File: config.mk
export PLATFORM = sky130hd
export DESIGN_NAME = pct_row_sum
export DESIGN_NICKNAME = d
export VERILOG_FILES = /design/src/sv/point_cloud_transform_filter_assert.svh /design/src/sv/pct_pkg.sv /design/src/sv/pct_row_sum.sv
export SDC_FILE = /design/constraint.sdc
export NUM_CORES = 1
export LEC_CHECK = 0
export BUFFER_PORTS_ARGS = -buffer_cell sky130_fd_sc_hd__buf_2
export CORE_ASPECT_RATIO = 2
export CORE_UTILIZATION = 53
export DETAILED_ROUTE_END_ITERATION = 10
export GPL_TIMING_DRIVEN = 0
export PLACE_DENSITY = 0.85
export SYNTH_ARGS = -nofsm -noshare
export SYNTH_HDL_FRONTEND = slang
export SYNTH_SLANG_ARGS = --single-unit
File: constraint.sdc
create_clock -name vclk -period 13.8
set_clock_uncertainty 0.05 [all_clocks]
set_input_delay 2.07 -clock vclk [all_inputs]
set_output_delay 2.07 -clock vclk [all_outputs]
set_load 0.1 [all_outputs]
File: src/sv/point_cloud_transform_filter_assert.svh
// Assertion macros for the point cloud transform filter.
`ifndef POINT_CLOUD_TRANSFORM_FILTER_ASSERT_SVH
`define POINT_CLOUD_TRANSFORM_FILTER_ASSERT_SVH
`ifndef SYNTHESIS
`define PCT_ASSERT_NOW(label, clk, rst_n, ante, cons) \
  label: assert property (@(posedge clk) disable iff (!rst_n) (ante) |-> (cons)) \
    else $error("point cloud filter check failed");
`define PCT_ASSERT_NEXT(label, clk, rst_n, ante, cons) \
  label: assert property (@(posedge clk) disable iff (!rst_n) (ante) |=> (cons)) \
    else $error("point cloud filter check failed");
`else
`define PCT_ASSERT_NOW(label, clk, rst_n, ante, cons)
`define PCT_ASSERT_NEXT(label, clk, rst_n, ante, cons)
`endif
`endif

File: src/sv/pct_pkg.sv
// Shared types and constants of the point cloud transform filter.
package pct_pkg;

  localparam int CRD_W     = 18;
  localparam int COEF_W    = 16;
  localparam int FRAC_W    = 14;
  localparam int PROD_W    = COEF_W + CRD_W;
  localparam int ACC_W     = PROD_W + 2;
  localparam int ROW_W     = 3 * COEF_W;
  localparam int CNT_W     = 17;
  localparam int CNT_MAX   = 131071;
  localparam int CFG_IDX_W = 3;
  localparam int TDATA_W   = 56;

  localparam int DEFAULT_MAX_POINTS = 65536;

  typedef logic signed [CRD_W-1:0]  crd_t;
  typedef logic signed [COEF_W-1:0] coef_t;
  typedef logic signed [PROD_W-1:0] prod_t;
  typedef logic [ROW_W-1:0]         row_t;
  typedef logic [CNT_W-1:0]         cnt_t;

  localparam crd_t EXCL_POS = crd_t'(300);
  localparam crd_t EXCL_NEG = crd_t'(-300);

  localparam row_t ROT_X_RST = 48'h4000_0000_0000;
  localparam row_t ROT_Y_RST = 48'h0000_4000_0000;
  localparam row_t ROT_Z_RST = 48'h0000_0000_4000;
  localparam crd_t FLOOR_RST = crd_t'(50);
  localparam crd_t CEIL_RST  = crd_t'(500);

  typedef enum logic [CFG_IDX_W-1:0] {
    CFG_ROT_X = 3'd0,
    CFG_ROT_Y = 3'd1,
    CFG_ROT_Z = 3'd2,
    CFG_SHF_X = 3'd3,
    CFG_SHF_Y = 3'd4,
    CFG_SHF_Z = 3'd5,
    CFG_FLOOR = 3'd6,
    CFG_CEIL  = 3'd7
  } cfg_idx_t;

  typedef struct packed {
    logic load;
    logic last;
  } stage_ctl_t;

endpackage

File: src/sv/pct_row_sum.sv
// Row sum: adds three products and the translation, floors and saturates.
module pct_row_sum
  import pct_pkg::*;
(
  input  prod_t p0,
  input  prod_t p1,
  input  prod_t p2,
  input  crd_t  shift,
  output crd_t  coord
);

  localparam int Q_W = ACC_W - FRAC_W;

  logic signed [ACC_W-1:0] acc;
  logic signed [Q_W-1:0]   q;

  always_comb begin
    acc = ACC_W'(p0) + ACC_W'(p1) + ACC_W'(p2)
        + {{(ACC_W-CRD_W-FRAC_W){shift[CRD_W-1]}}, shift, {FRAC_W{1'b0}}};
    // Dropping the fraction bits of a two's complement sum rounds downwards.
    q = acc[ACC_W-1:FRAC_W];
    if (q[Q_W-1:CRD_W-1] == {(Q_W-CRD_W+1){1'b0}} ||
        q[Q_W-1:CRD_W-1] == {(Q_W-CRD_W+1){1'b1}}) begin
      coord = q[CRD_W-1:0];
    end else if (q[Q_W-1]) begin
      coord = {1'b1, {(CRD_W-1){1'b0}}};
    end else begin
      coord = {1'b0, {(CRD_W-1){1'b1}}};
    end
  end

endmodule

==> run metrics <==
DR WL/cell between 10 and 15 um; M1 WL roughly 2800 um; layout cell share with drive strength beyond 1 approximately 26%; first-pass GRT wire length 14,500 um; crit-path max FO 10; DR top layer met4; vias in the first global route 3,866; placed insts approximately 720; # nets final roughly 850; period utilization 62.3%; non-filler cells, final 721; Max Transition Viols Final 0; Post-Route WL 8680 um; PortBufs 138; postcts setup bufs 0; critical path arrival roughly 6.5 ns; status finished clean; post-CTS sizing 0; Slew @ Worst Pin 0.551 ns; initial antenna violation count 0; count of cell types in the netlist 61; DRC viols 0; Cells after Synth 493; pin count of the biggest net entering global routing 11; HP Class input port to output pin; Area Growth Syn to Fin 21.3%; 1st-iter DRT viols 44; Synth warnings 0; fin area 4570 um^2; met2 routed WL around 5200 um; crit path time final 8.59 ns; syn nets 712; Initial DRT Pass Iterations 4; sequential cell area 0 um^2; Rows 43; hold-fix buffers at CTS 0; chip height between 100 and 150 um; setup violators final 0; Area contributors post-synth fa_1 29%, inv_1 18%, ha_1 15%; FFs & Latches 0; Worst Setup Start Kind input port; synthesized cell area 3770 um^2; via/cell ratio 5.12; Core Region about 6900 um^2; sequential fraction of the synthesis area 0%; Worst Path Required 11.68 ns; total grt overflow 0; placed standard-cell area 4570 um^2; Final TNS setup 0 ns; gr usage total 24.5%; Post-DP HPWL 7990 um; fmax 116 MHz; # fillers 655; number of routed nets with antenna violations 0; Hold Vio Cnt, Final 0; Yosys top cell area share 28.7%; synthesized area per cell 7.64 um^2; clock buffers 0; final core utilization approximately 66%; largest area contributor in the netlist fa_1; die width 61.6 um; slew margin rel. 63.0%; Final GP Congestion roughly 0.93; worst setup path class input port to output pin; met3 wire length between 300 and 400 um; type of destination of the critical path output pin; Max-cap violations 0; Initial Util 54.7%; unrepaired setup endpoints after global routing no; io pins between 100 and 150; vias post-DR 3,688; DIE AREA 7470 um^2; antenna diode count 0
## final cells by class
| cell class | instances | area, um^2 | area share (%) |
|---|---|---|---|
| multi-input combinational | 305 | 3020 | 66.0 |
| timing repair buffer | 138 | 691 | 15.1 |
| inverter | 178 | 668 | 14.6 |
| tap | 90 | 113 | 2.46 |
| buffer | 10 | 81.3 | 1.78 |
## Yosys cell counts, types with 3 or more instances
cell / instances
nand4_1: 10
o211ai_1: 3
xor2_1: 9
nand3_1: 10
o21ai_0: 13
a31oi_1: 7
nand2_1: 20
a21o_1: 28
buf_6: 4
nor3_1: 7
nor2_1: 9
a21oi_1: 30
fa_1: 54
xnor2_1: 10
a311oi_1: 3
ha_1: 45
inv_1: 178
## logic make-up after synthesis
family | count (synthesis) | share of synthesized area (%)
buf+inv | 188 | 19.9
compound gates | 108 | 19.7
fa+ha+maj | 99 | 43.6
simple gates | 77 | 11.7
xor+xnor | 20 | 4.85
mux | 1 | 0.266
## critical path: stages
cell and delay (ns):
buf_2 0.07, inv_1 0.05, fa_1 0.51, fa_1 0.52
inv_1 0.04, ha_1 0.35, a21o_1 0.24, nand3_1 0.11
a31oi_1 0.09, o31ai_1 0.47, o21ai_2 0.24, a311oi_1 0.31
o22ai_1 0.15, a31oi_2 0.51, buf_6 0.22, a21o_1 0.10
buf_2 0.42
## per-layer routing
| metal | track usage [%] | up-vias |
|---|---|---|
| li1 | - | 1820 |
| met1 | 21.4 | 1723 |
| met2 | 52.4 | 118 |
| met3 | 1.07 | 27 |
| met4 | 7.50 | 0 |
| met5 | 0 | - |
## placed cells by master (no fill, tap or decap), drive strengths merged, types with 2 or more instances in the layout
cell	instances
a21o	28
a21oi	31
a311o	2
a311oi	3
a31oi	8
and2	2
and3	3
and4	2
buf	146
clkbuf	2
fa	54
ha	45
inv	178
nand2	21
nand2b	2
nand3	10
nand4	10
nor2	11
nor2b	2
nor3	8
o211ai	3
o21a	2
o21ai	16
o221a	2
o31ai	3
xnor2	10
xor2	10
## stage by stage
| stage | hold WS (ns) | setup slack [ns] |
|---|---|---|
| floorplan | 4.81 | 5.41 |
| global placement | 5.11 | 5.14 |
| detailed placement | 5.14 | 5.15 |
| CTS | 5.15 | 5.15 |
| global route | 5.20 | 4.89 |
| finish | 5.13 | 5.21 |
## worst paths after layout
check,startpoint,end,slack (ns),cells past startpoint
worst max-delay path,p0[18],coord[9],5.21,17
worst min-delay path,shift[17],coord[17],5.13,6
Power is not shown: default switching activity piles up to over one toggle a cycle in this logic, so the estimate is an artifact.
