## config.mk

```make
export PLATFORM = sky130hd
export DESIGN_NAME = pct_filter_stage
export DESIGN_NICKNAME = d
export VERILOG_FILES = /design/src/sv/point_cloud_transform_filter_assert.svh /design/src/sv/pct_pkg.sv /design/src/sv/pct_filter_stage.sv
export SDC_FILE = /design/constraint.sdc
export NUM_CORES = 1
export LEC_CHECK = 0
export ABC_AREA = 1
export BUFFER_PORTS_ARGS = -buffer_cell sky130_fd_sc_hd__buf_2
export CORE_UTILIZATION = 47
export CTS_BUF_LIST = sky130_fd_sc_hd__clkbuf_4 sky130_fd_sc_hd__clkbuf_8
export DETAILED_ROUTE_END_ITERATION = 10
export GPL_ROUTABILITY_DRIVEN = 0
export PLACE_DENSITY = 0.76
export SYNTH_ARGS = -nofsm -noshare
export SYNTH_HDL_FRONTEND = slang
export SYNTH_SLANG_ARGS = --single-unit
```

## constraint.sdc

```tcl
create_clock -name clk -period 1.85 [get_ports clk]
set_input_delay 0.0925 -clock clk [delete_from_list [all_inputs] [get_ports clk]]
set_output_delay 0.0925 -clock clk [all_outputs]
set_load 0.03 [all_outputs]
```

## src/sv/point_cloud_transform_filter_assert.svh

```systemverilog
// Assertion macros for the point cloud transform filter.
`ifndef POINT_CLOUD_TRANSFORM_FILTER_ASSERT_SVH
`define POINT_CLOUD_TRANSFORM_FILTER_ASSERT_SVH
`ifndef SYNTHESIS
`define PCT_ASSERT_NOW(label, clk, rst_n, ante, cons) \
  label: assert property (@(posedge clk) disable iff (!rst_n) (ante) |-> (cons)) \
    else $error("point cloud filter check failed");
`define PCT_ASSERT_NEXT(label, clk, rst_n, ante, cons) \
  label: assert property (@(posedge clk) disable iff (!rst_n) (ante) |=> (cons)) \
    else $error("point cloud filter check failed");
`else
`define PCT_ASSERT_NOW(label, clk, rst_n, ante, cons)
`define PCT_ASSERT_NEXT(label, clk, rst_n, ante, cons)
`endif
`endif

```

## src/sv/pct_pkg.sv

```systemverilog
// Shared types and constants of the point cloud transform filter.
package pct_pkg;

  localparam int CRD_W     = 18;
  localparam int COEF_W    = 16;
  localparam int FRAC_W    = 14;
  localparam int PROD_W    = COEF_W + CRD_W;
  localparam int ACC_W     = PROD_W + 2;
  localparam int ROW_W     = 3 * COEF_W;
  localparam int CNT_W     = 17;
  localparam int CNT_MAX   = 131071;
  localparam int CFG_IDX_W = 3;
  localparam int TDATA_W   = 56;

  localparam int DEFAULT_MAX_POINTS = 65536;

  typedef logic signed [CRD_W-1:0]  crd_t;
  typedef logic signed [COEF_W-1:0] coef_t;
  typedef logic signed [PROD_W-1:0] prod_t;
  typedef logic [ROW_W-1:0]         row_t;
  typedef logic [CNT_W-1:0]         cnt_t;

  localparam crd_t EXCL_POS = crd_t'(300);
  localparam crd_t EXCL_NEG = crd_t'(-300);

  localparam row_t ROT_X_RST = 48'h4000_0000_0000;
  localparam row_t ROT_Y_RST = 48'h0000_4000_0000;
  localparam row_t ROT_Z_RST = 48'h0000_0000_4000;
  localparam crd_t FLOOR_RST = crd_t'(50);
  localparam crd_t CEIL_RST  = crd_t'(500);

  typedef enum logic [CFG_IDX_W-1:0] {
    CFG_ROT_X = 3'd0,
    CFG_ROT_Y = 3'd1,
    CFG_ROT_Z = 3'd2,
    CFG_SHF_X = 3'd3,
    CFG_SHF_Y = 3'd4,
    CFG_SHF_Z = 3'd5,
    CFG_FLOOR = 3'd6,
    CFG_CEIL  = 3'd7
  } cfg_idx_t;

  typedef struct packed {
    logic load;
    logic last;
  } stage_ctl_t;

endpackage

```

## src/sv/pct_filter_stage.sv

```systemverilog
// Filter stage: height band and axis exclusion test, kept count, result register.
module pct_filter_stage
  import pct_pkg::*;
#(
  parameter int MAX_POINTS = DEFAULT_MAX_POINTS
)
(
  input  logic       clk,
  input  logic       rst_n,
  input  stage_ctl_t ctl,
  input  crd_t       base_x,
  input  crd_t       base_y,
  input  crd_t       base_z,
  input  crd_t       floor_h,
  input  crd_t       ceil_h,
  output logic       keep_r,
  output crd_t       base_x_r,
  output crd_t       base_y_r,
  output cnt_t       total_r,
  output logic       last_r
);

  localparam int   LIMIT   = (MAX_POINTS < CNT_MAX) ? MAX_POINTS : CNT_MAX;
  localparam cnt_t LIMIT_V = CNT_W'(LIMIT);

  cnt_t cnt_r;
  cnt_t cnt_nxt;
  cnt_t total_nxt;
  logic keep_nxt;

  always_comb begin
    keep_nxt = (base_z >= floor_h) && (base_z <= ceil_h)
            && ((base_x >= EXCL_POS) || (base_x <= EXCL_NEG))
            && ((base_y >= EXCL_POS) || (base_y <= EXCL_NEG));
    total_nxt = (keep_nxt && cnt_r < LIMIT_V) ? cnt_r + 1'b1 : cnt_r;
    cnt_nxt   = ctl.last ? '0 : total_nxt;
  end

  always_ff @(posedge clk) begin
    if (!rst_n) begin
      cnt_r <= '0;
    end else if (ctl.load) begin
      cnt_r <= cnt_nxt;
    end
  end

  always_ff @(posedge clk) begin
    if (ctl.load) begin
      keep_r   <= keep_nxt;
      base_x_r <= base_x;
      base_y_r <= base_y;
      total_r  <= total_nxt;
      last_r   <= ctl.last;
    end
  end

endmodule

```

==> metrics.md <==
| Metric | Value |
|---|---|
| Period utilisation layout | 98.54% |
| Pre-Repair DR Iteration Count | 5 |
| # IOs | 149 |
| Leakage power | 3.049 nW |
| Mapped Cells | approximately 510 |
| Port buffer count | 148 |
| Worst Clk Skew | ~17 ps |
| Worst-Margin Slew | 720.9 ps |
| Setup WS pre-CTS | -283.0 ps |
| Cts bufs inserted | 9 |
| Final Max Slew Viols | 0 |
| Tmin final | 1823 ps |
| HP Class | primary input to register |
| Placed Area | roughly 5300 um2 |
| First-pass GRT wire length | 18,950 um |
| Max_slew headroom | around 52% |
| Core box area | 8763 um2 |
| DP HPWL | 7883 um |
| Root buf cell | clkbuf_8 |
| Reg clk slew, reported paths | 80 ps |
| Total number of vias | 4,260 |
| Vias in the first global route | 4,138 |
| Final number of setup-violating endpoints | 0 |
| Antenna violations before repair | 0 |
| Chip width | just under 100 um |
| Startpoint Class | primary input |
| Chip height | 97.48 um |
| Syn nets | 644 |
| Grt ovf | 0 |
| CP Max Fanout | 5 |
| CTS tree | built |
| Commonest non-fill, non-tap cell in the layout | buf_2 |
| Yosys reg bits | 72 |
| DRC | 0 |
| Commonest non-fill, non-tap cells in the layout | 146 x buf_2, 134 x nand2_1, 92 x inv_1 |
| Row count | 34 |
| Final core utilization | 70.07% |
| Worst-case clock buffer depth | 2 |
| Worst skew pair latency | 340 ps |
| Layout cell share with drive strength beyond 1 | ~33% |
| Crit path required time | 1940 ps |
| Sequential fraction of the synthesis area | 46.50% |
| Final wirelength | 12,090 um |
| Wirelength per Cell | around 14 um |
| Number of fill cells | 635 |
| Iter 0 DRT Violations | 242 |
| Cells on worst reg2reg path | 12 |
| Placed cells | 783 |
| Multi-input gate area | 2110 um2 |
| Pin count of the biggest net entering global routing | 57 |
| Final Hold Viols | 0 |
| Final instance area | 6141 um2 |
| Total power | 4.381 mW |
| Starting density of the core | 48.89% |
| Worst Path Arrival | about 1900 ps |
| Die area | 9501 um2 |
| YS warnings | 0 |
| Setup ws final | 26.96 ps |
| Power Density | 713.4 nW/um2 |
| Vias/cell | roughly 5.0 |
| Max-cap viol count | 0 |
| Fin Setup TNS | 0 ps |
| Non-Filler Instances | approximately 840 |
| Critical path class | primary input to register |
| Max Clk Rate | 548.5 MHz |
| Top-area cell type share of the netlist area | 38.55% |
| FF/Latch Area | 2004 um2 |
| # nets final | 862 |
| Peak supply drop | 371.5 uV |
| Status | finished, final reports clean |
| Mapped Area | 4284 um2 |
| Clock Sinks | 72 |
| RSZ-0062 raised after global routing | yes |
| Tot GR Track Use | between 20% and 30% |
| Min Hold Slack | around 64 ps |
| Synth area leader | edfxtp_1 |
| Largest cells by area after synthesis | edfxtp_1 39%, nand2_1 13%, ha_1 11% |
| CTS H-tree lvls | 3 |
| Hold Path Depth | 2 |
| Area delta synth->final | 43.34% |
| Unique masters post-synth | 31 |
| Avg Cell Area, Syn | about 8.4 um2 |
| Antenna cell count | 0 |
| Antenna viol nets, final | 0 |
| Crit. End Element | register |
sequential cells by signal (all words and copies together), names as in the netlist:
register and count:
last_r 1, base_x_r 18, total_r 17, cnt_r 17, keep_r 1, base_y_r 18
layer usage:
layer | GRT usage (%) | part of all wire (%) | wire length, um
met3 | 4.388 | 7.8 | 941
met2 | 43.73 | 50 | 6057
met4 | 8.145 | 2.1 | 254
met5 | 0 | 0 | 0
met1 | 30.16 | 40 | 4841
cell families (layout without fill, tap and decap cells):
kind of cell               Yosys count  after routing  synth area share (%)
DFF                                 72             72                 46.50
adders and majority gates           37             37                 10.81
AOI/OAI and AO/OA                   39             39                 4.761
and+or+nand+nor                    261            262                 27.95
xor gates and xnor gates             6              6                 1.227
buffers and inverters               98            320                 8.761
power by group:
group	switching (mW)	total [mW]	internal, mW
combinational	0.685	1.11	0.426
clock	0.610	1.37	0.760
sequential	0.0365	1.90	1.86
total	1.33	4.38	3.05
worst paths after layout:
path / startpoint / endpoint / slack, ps
max: base_x[10] / total_r[16]$_DFFE_PP_ / 30
max reg2reg: cnt_r[1]$_SDFFE_PN0P_ / cnt_r[11]$_SDFFE_PN0P_ / 80
min reg2reg: cnt_r[3]$_SDFFE_PN0P_ / cnt_r[3]$_SDFFE_PN0P_ / 480
min: base_y[10] / base_y_r[10]$_DFFE_PP_ / 60
worst max-delay path: stages:
cell and delay, ps:
dlygate4sd3_1 610, nor3_1 260, nand4_1 120, inv_1 160, nor2_8 70, buf_6 120, nand2_4 100, nor2_4 60
a21oi_1 230, inv_1 80
synth_stat cells:
cell type	n
inv_2	1
nor2_4	1
o21ai_0	5
and2_1	9
o21bai_1	1
nand3_2	2
nand3_4	1
nand4_2	1
clkbuf_1	3
a21oi_1	29
inv_1	92
nor3_1	8
nor2_8	2
nand2_2	4
nand2_4	1
o21ai_1	2
buf_6	1
nor4_1	5
xor2_1	6
or2_2	3
dfxtp_1	17
nand4_1	15
a21o_1	1
ha_1	37
nor2_1	37
nand2_1	146
nor2_2	2
edfxtp_1	55
a21oi_2	1
nand3_1	24
clkinv_1	1
cell type report:
class / instances / share of cell area, %
clock buffers: 9 / 2.017
clock inverters: 7 / 1.528
inverters: 94 / 5.746
multi-input cells: 344 / 34.35
flip-flops and latches: 72 / 32.64
well taps: 108 / 2.200
repair buffers: 210 / 21.52
what timing repair did:
action / CTS / global route
gates resized for setup: 0 / 47
hold endpoints to repair: 35 / 1
setup endpoints to repair: 0 / 32
setup buffers: 0 / 10
hold buffers: 35 / 1
Power figures use the tool's default switching activity.
